### src/hdl/text_console_writer_assert.svh
// Assertion macros shared by the console writer.
`ifndef TEXT_CONSOLE_WRITER_ASSERT_SVH
`define TEXT_CONSOLE_WRITER_ASSERT_SVH

// The consequent must hold in the same cycle as the antecedent.
`define TCW_ASSERT_SAME(label, clk, rstn, ante, cons, msg) \
    label: assert property (@(posedge clk) disable iff (!(rstn)) (ante) |-> (cons)) \
        else $error(msg);

// The consequent must hold in the cycle after the antecedent.
`define TCW_ASSERT_NEXT(label, clk, rstn, ante, cons, msg) \
    label: assert property (@(posedge clk) disable iff (!(rstn)) (ante) |=> (cons)) \
        else $error(msg);

`endif

### src/hdl/tcw_pkg.sv
`timescale 1ns / 1ps

package tcw_pkg;

    localparam int COLS      = 80;
    localparam int ROWS      = 25;
    localparam int MEM_CELLS = 8192;

    localparam int ADDR_W = $clog2(MEM_CELLS);
    localparam int COL_W  = $clog2(COLS + 1);
    localparam int ROW_W  = $clog2(ROWS);
    localparam int CELL_W = 16;
    localparam int ATTR_W = 8;
    localparam int CHAR_W = 8;
    localparam int FUNC_W = 2;

    // Cells in the visible window and the counter that walks them.
    localparam int AREA  = ROWS * COLS;
    localparam int CNT_W = $clog2(AREA);

    // A scroll from a window start at or above this point first relocates.
    localparam int SCROLL_LIMIT = MEM_CELLS - (ROWS + 1) * COLS;

    localparam logic [CELL_W-1:0] BLANK_RESET = 16'h0720;
    localparam logic [ATTR_W-1:0] ATTR_RESET  = 8'h07;

    localparam int CFG_IDX_W  = 1;
    localparam int CFG_DATA_W = 16;
    localparam logic [CFG_IDX_W-1:0] REG_ATTR  = 1'b0;
    localparam logic [CFG_IDX_W-1:0] REG_BLANK = 1'b1;

    localparam logic [FUNC_W-1:0] FUNC_WRITE = 2'd0;
    localparam logic [FUNC_W-1:0] FUNC_CLEAR = 2'd1;
    localparam logic [FUNC_W-1:0] FUNC_READ  = 2'd2;

    localparam logic [CHAR_W-1:0] CH_NUL = 8'h00;
    localparam logic [CHAR_W-1:0] CH_BEL = 8'h07;
    localparam logic [CHAR_W-1:0] CH_BS  = 8'h08;
    localparam logic [CHAR_W-1:0] CH_HT  = 8'h09;
    localparam logic [CHAR_W-1:0] CH_LF  = 8'h0A;
    localparam logic [CHAR_W-1:0] CH_VT  = 8'h0B;
    localparam logic [CHAR_W-1:0] CH_FF  = 8'h0C;
    localparam logic [CHAR_W-1:0] CH_CR  = 8'h0D;
    localparam logic [CHAR_W-1:0] CH_DEL = 8'h7F;

    typedef struct packed {
        logic [FUNC_W-1:0] func;
        logic [CHAR_W-1:0] ch;
        logic [ADDR_W-1:0] read_addr;
    } in_item_t;

    typedef struct packed {
        logic [ADDR_W-1:0] start_cell;
        logic [ADDR_W-1:0] cursor_cell;
        logic [COL_W-1:0]  column;
        logic [ROW_W-1:0]  row;
        logic [CELL_W-1:0] read_data;
    } out_item_t;

    typedef enum logic {
        ALU_ADD,
        ALU_SUB
    } alu_op_t;

    typedef struct packed {
        alu_op_t           op;
        logic [ADDR_W-1:0] op_a;
        logic [ADDR_W-1:0] op_b;
    } alu_req_t;

    typedef struct packed {
        logic              wr_en;
        logic [ADDR_W-1:0] wr_addr;
        logic [CELL_W-1:0] wr_data;
        logic              rd_en;
        logic [ADDR_W-1:0] rd_addr;
    } vram_req_t;

endpackage

### src/hdl/tcw_addr_alu.sv
`timescale 1ns / 1ps

module tcw_addr_alu (
    input  tcw_pkg::alu_req_t            req,
    output logic [tcw_pkg::ADDR_W-1:0]   result
);
    import tcw_pkg::*;

    // Offsets wrap at the end of video memory, which is a power of two.
    always_comb begin
        unique case (req.op)
            ALU_ADD: result = req.op_a + req.op_b;
            ALU_SUB: result = req.op_a - req.op_b;
            default: result = req.op_a;
        endcase
    end

endmodule

### config.mk
export PLATFORM = sky130hd
export DESIGN_NAME = tcw_addr_alu
export DESIGN_NICKNAME = d
export VERILOG_FILES = /design/src/hdl/text_console_writer_assert.svh /design/src/hdl/tcw_pkg.sv /design/src/hdl/tcw_addr_alu.sv
export SDC_FILE = /design/constraint.sdc
export NUM_CORES = 1
export LEC_CHECK = 0
export BUFFER_PORTS_ARGS = -buffer_cell sky130_fd_sc_hd__buf_4
export CORE_MARGIN = 8
export CORE_UTILIZATION = 53
export DETAILED_ROUTE_END_ITERATION = 10
export GPL_TIMING_DRIVEN = 0
export PLACE_DENSITY = 0.95
export SKIP_LAST_GASP = 1
export SYNTH_ARGS = -nofsm -noshare
export SYNTH_HDL_FRONTEND = slang
export SYNTH_SLANG_ARGS = --single-unit
### constraint.sdc
create_clock -name vclk -period 7.1
set_clock_uncertainty 0.05 [all_clocks]
set_input_delay 0.71 -clock vclk [all_inputs]
set_output_delay 0.71 -clock vclk [all_outputs]
set_load 0.01 [all_outputs]
* Yosys cells after proc, flatten, opt, wreduce, memory -nomap -nowiden
Index checks and enable logic that the tools add are counted.
Operators by class: bitwise logic cells 1, add/subtract/negate cells 2, multiplexer cells 1
Operators by type and width (number):
- 13-bit one-hot mux with 2 select lines | 1
- 13-bit adder | 1
- 13-bit subtractor | 1
- 1-bit inverter | 1
Word-level totals: word-level logic and storage cells 4, bits of input ports 27, output and inout port bits 13, register bits after elaboration 0

* Longest topological paths before layout
Gate-level depths: netlist of the first run.
word-level depth 2, gate-level depth with buffers 12, mapped depth without buffers 12

* Least setup slack after synthesis of the first run
OpenSTA, ideal clock, no wires.
path type in2out, start input port req[0] (netlist name), end output port result[11] (netlist name), slack 3434 ps, required time 6340 ps, cell stages on the path 12, arrival time 2906 ps, path through inv_1 -> ha_1 -> or4b_4 -> nor4_1 -> nor2_1 -> xnor2_1 -> ha_1 -> and3_1 -> nand2_1 -> a21oi_1 -> o41ai_2 -> xnor2_1
Between the ends: word-level cells in the longest chain between the ends 2
Ends and longest elaborated chain:
- start: declaration | RTL line tcw_addr_alu.sv:4 | input tcw_pkg::alu_req_t req,
- 13-bit subtractor / 13-bit adder (equally long branches) | RTL line tcw_addr_alu.sv:13, tcw_addr_alu.sv:12
- 13-bit one-hot mux with 2 select lines * | RTL line tcw_addr_alu.sv:11 | unique case (req.op)
- end: declaration | RTL line tcw_addr_alu.sv:5 | output logic [tcw_pkg::ADDR_W-1:0] result
Mark *: on every way between the ends. The rest lies on a longest branch, timed or not.

* Worst setup path in the final report of the first run
Ends and elaborated chain as after synthesis.

==> results of run 1 <==
layout make-up:
| class | count | share of cell area, % |
|---|---|---|
| Multi-Input combinational cell | 105 | 69.9 |
| Buffer | 1 | 0.326 |
| Tap cell | 16 | 1.74 |
| Inverter | 6 | 1.95 |
| Timing Repair Buffer | 40 | 26.1 |
logic make-up (layout without fill, tap and decap cells):
logic type               count (synthesis)  count (layout)  synth area share, %
AO/OA/AOI/OAI                           34              34                 27.1
XOR/XNOR                                21              21                 23.0
adder cells (fa/ha/maj)                 14              14                 22.0
buffers and inverters                    7              47                 3.16
multiplexers                             2               2                 2.41
AND/OR/NAND/NOR                         34              34                 22.4
placed cells by master (no fill, tap or decap), drive strengths merged, types with 2 or more instances in the layout:
cell type   n
nor2b       2
inv         6
mux2i       2
a21oi      11
xor2        4
or4b        2
nor2       17
o21ai       9
nor4        2
xnor2      17
a21o        6
ha         13
nand2       5
nor3        2
buf        41
a211oi      2
power by group through the flow:
stage          clock network, W   logic, W  registers (W)
2_1_floorplan                 0  0.0000938              0
3_3_place_gp                  0   0.000153              0
3_5_place_dp                  0   0.000159              0
4_1_cts                       0   0.000160              0
5_1_grt                       0   0.000174              0
6_report                      0   0.000160              0
worst paths after layout:
check | start | end | depth (start not counted)
max | req[0] | result[11] | 14
min | req[0] | result[0] | 4
routing by layer:
layer / up-vias / wire, µm / share of wire, % / global-route usage (%)
li1: 486 / - / - / -
met1: 456 / 1020 / 39 / 16.1
met2: 56 / 1290 / 50 / 28.8
met3: 10 / 225 / 8.7 / 4.79
met4: 0 / 55 / 2.1 / 3.87
met5: - / 0 / 0 / 0
per-stage QoR:
step / instance area (µm²) / hold WS, ns / worst slack (ns) / power (W)
after detailed placement: 1150 / 1.75 / 2.89 / 0.000159
final: 1150 / 1.75 / 2.82 / 0.000160
after global placement: 1150 / 1.74 / 3.08 / 0.000153
after floorplan: 832 / 1.53 / 3.43 / 0.0000938
after CTS: 1150 / 1.75 / 2.88 / 0.000160
after global routing: 1150 / 1.76 / 2.75 / 0.000174
==> flow_metrics.py, run 1 <==
metrics = {
    "setup_path": {
        "path_delay_family": "simple AND/OR/NAND/NOR gates",
        "cp_cell_sequence": "buf_4, inv_1, ha_1, or4b_4, nor4_1, nor2_1, xnor2_1, ha_1, and3_1, nand2_1, a21oi_1, o41ai_2, xnor2_1, buf_4",
        "worst-setup-path-type": "in2out",
        "endpoint_kind": "output port",
        "path_max_fanout": 6,
        "cp_slowest_stage_delay_ns": 0.51,
        "path_buf_inv": 3,
        "start_kind": "input port",
        "arrival_ns": 3.52,
        "required_ns": 6.34,
        "cp_slowest_cell": "or4b_4",
    },
    "detailed_routing": {
        "routedWlPerCell_um": 15.4,
        "drt_iter0_markers": 20,
        "first_pass_iters": 4,
        "viasPerCell": 6.00,
        "ant_nets": 0,
        "remaining_drc_errors": 0,
        "drt-total-wl_um": 2590,
        "num_vias": 1008,
    },
    "synthesis": {
        "synth.distinct_cells": 33,
        "syn_area_um2": 832,
        "ys_seq_area_share_pct": 0,
        "synth.top_cell.area_share_pct": 19.5,
        "synth.area.top_cells": "ha_1 20%, xnor2_1 17%, nor2_1 7.2%",
        "syn_nets": 153,
        "ys_warn_count": 0,
        "syn_inst": 112,
        "avgSynthCellArea_um2": 7.43,
        "ys_top_cells_by_count": "16 x nor2_1, 16 x xnor2_1, 13 x ha_1, 9 x a21oi_1, 8 x o21ai_1",
        "yosysTopAreaCell": "ha_1",
    },
    "global_route": {
        "grt_first_pass_wirelength_um": 4310,
        "grt_util_all_layers_pct": 15.5,
        "grt_pass1_vias": 1015,
        "grt_start_max_net_pins": 11,
        "grt_overflow": 0,
        "antenna_found_initial": 0,
    },
    "power": {
        "intPower_w": 0.0000805,
        "pwr-share-seq_pct": 0,
        "pwr-share-comb_pct": 100.0,
        "powerDensity_nw_per_um2": 139,
        "peakVddDrop_v": 0.000120,
        "p_leak_nw": 0.561,
        "switchingPower_w": 0.0000795,
        "p_sw_share_pct": 49.7,
        "power_frac_clock_pct": 0,
    },
    "finish": {
        "drive_gt1_share_pct": 32.2,
        "finalNonFillerCells": 168,
        "fillers": 112,
        "seq_cell_count": 0,
        "postLayoutCoreUtil_pct": 77.4,
        "clock_buffers": 0,
        "diodes": 0,
        "seqCellArea_um2": 0,
        "nets": 195,
        "area_growth_pct": 38.5,
        "multiInputGateArea_um2": 806,
    },
    "timing": {
        "fmax_mhz": 234,
        "setup_tns_ns": 0,
        "maxSlewHeadroom_pct": 68.7,
        "fin_crit_ns": 4.28,
        "setup_viol": 0,
        "tightest_slew_ns": 0.470,
        "period_share_pct": 60.2,
        "rsz0062_at_grt": "false",
        "slew_viol_final": 0,
        "hold_viol_final": 0,
    },
    "floorplan": {
        "die_w_um": 55.6,
        "pin_count": 40,
        "core_um2": 1490,
        "dieArea_um2": 3090,
        "die_h_um": 55.6,
        "start_util_pct": 55.9,
        "rows": 14,
    },
    "placed_design": {
        "place.gp.congestion": 0.883,
        "place_hpwl_um": 2250,
        "portBuffers": 40,
        "dp.cells": 168,
    },
    "min_path": {
        "min_path_type": "in2out",
    },
    "flow_run": {
        "max_cap_violations": 0,
    },
    "clock_tree": {
        "cts_resized": 0,
        "cts_setup_buffers": 0,
        "hold_buffers": 0,
    },
    "status": {
        "status": "completed",
    },
}
Power figures use the tool's default switching activity.
==> inputs of run 2 (changes only) <==
- CORE_UTILIZATION: 53 -> 45
- PLACE_DENSITY: 0.95 -> 0.92
- clock period: 7.1 -> 3.7 ns (I/O delays scaled with it)
==> run 2 against run 1 <==
Compared with the run above: worst hold slack got worse by 0.68 ns; design area increased by 0.98%; setup slack got worse by 2.6 ns; count of clock-buffer cells in the layout did not move; critical path depth stayed put; die area is 13% higher; critical endpoint unchanged; largest cell class unchanged; largest power group unchanged.
==> flow_metrics.py, run 2 (synthesized netlist as in run 1, its figures left out) <==
metrics = {
    "finish": {
        "drive_gt1_share_pct": 32.2,
        "mostFrequentLayoutCells": "40 x buf_4, 16 x nor2_1, 16 x xnor2_1",
        "area_growth_pct": 39.9,
        "fin_area_um2": 1160,
        "final_common_cell": "buf_4",
        "seq_cell_count": 0,
        "clock_buffers": 0,
        "diodes": 0,
        "nets": 195,
        "seqCellArea_um2": 0,
    },
    "setup_path": {
        "cp_cell_sequence": "buf_4, inv_1, ha_1, or4b_4, nor4_1, nor2_1, xnor2_1, ha_1, and3_1, nand2_1, a21oi_1, o41ai_2, xnor2_1, buf_4",
        "path_buf_inv": 3,
        "startpoint": "req[0]",
        "required_ns": 3.28,
        "arrival_ns": 3.01,
        "endpoint_kind": "output port",
        "start_kind": "input port",
        "worst-setup-path-type": "in2out",
        "crit_cells": 14,
        "path_delay_family": "simple AND/OR/NAND/NOR gates",
        "cp_slowest_cell": "or4b_4",
        "cp-endpoint": "result[11]",
        "path_max_fanout": 6,
        "cp_slowest_stage_delay_ns": 0.50,
    },
    "timing": {
        "slew_viol_final": 0,
        "fin_crit_ns": 3.43,
        "maxSlewHeadroom_pct": 71.9,
        "hold_ws_ns": 1.07,
        "hold_viol_final": 0,
        "period_share_pct": 92.8,
        "tightest_slew_ns": 0.421,
        "setup_tns_ns": 0,
        "fin_ws_ns": 0.268,
        "setup_viol": 0,
        "fmax_mhz": 291,
        "rsz0062_at_grt": "false",
    },
    "global_route": {
        "grt_pass1_vias": 963,
        "grt_overflow": 0,
        "grt_util_all_layers_pct": 13.8,
        "grt_first_pass_wirelength_um": 4040,
        "antenna_found_initial": 0,
        "grt_start_max_net_pins": 11,
    },
    "floorplan": {
        "die_w_um": 59,
        "pin_count": 40,
        "core_um2": 1730,
        "die_h_um": 59,
        "rows": 15,
        "start_util_pct": 48.2,
        "dieArea_um2": 3480,
    },
    "placed_design": {
        "place_area_um2": 1160,
        "portBuffers": 40,
        "place.gp.congestion": 0.910,
        "place_ws_ns": 0.259,
        "place_hpwl_um": 2110,
    },
    "clock_tree": {
        "hold_buffers": 0,
        "cts_setup_buffers": 0,
        "cts_resized": 0,
    },
    "detailed_routing": {
        "first_pass_iters": 4,
        "routedWlPerCell_um": 13.4,
        "num_vias": 925,
        "ant_nets": 0,
        "drt-total-wl_um": 2380,
        "viasPerCell": 5.23,
        "drt_iter0_markers": 18,
        "remaining_drc_errors": 0,
    },
    "min_path": {
        "min_path_type": "in2out",
    },
    "status": {
        "status": "completed",
    },
    "power": {
        "powerDensity_nw_per_um2": 260,
        "p_leak_nw": 0.561,
        "peakVddDrop_v": 0.000174,
    },
    "flow_run": {
        "max_cap_violations": 0,
    },
}
[run 2: metal layers]
metal  part of all wire [%]  vias up  wire length [µm]  GRT usage [%]
li1                       -      484                 -              -
met1                     40      406               948           14.3
met2                     51       35              1220           28.2
met3                    8.5        0               203           3.47
met4                      0        0                 0              0
met5                      0        -                 0              0
[run 2: worst min-delay path by stage]
stage,startpoint,endpoint,slack (ns),cells after the start
final,req[0],result[0],1.07,4
after global routing,req[14],result[1],1.08,3
after CTS,req[0],result[0],1.07,4
after detailed placement,req[14],result[1],1.06,3
after global placement,req[0],result[0],1.06,4
after floorplan,req[0],result[0],0.85,2
[run 2: per-stage QoR]
stage	instances	util, %	total power, W
after floorplan	112	-	0.000180
after global placement	177	67.4	0.000293
after detailed placement	177	67.4	0.000304
after CTS	177	67.4	0.000306
after global routing	177	67.4	0.000333
final	177	67.4	0.000303
[run 2: layout make-up]
type               count  area, µm²
plain buffers          1       3.75
fillers              165        563
inverters              6       22.5
multi-input cells    105        806
well taps             25       31.3
repair buffers        40        300
[run 2: power by group]
group	switching [W]	internal, W	total [W]
Clock	0	0	0
Combinational	0.000148	0.000154	0.000303
Sequential	0	0	0
Total	0.000148	0.000154	0.000303
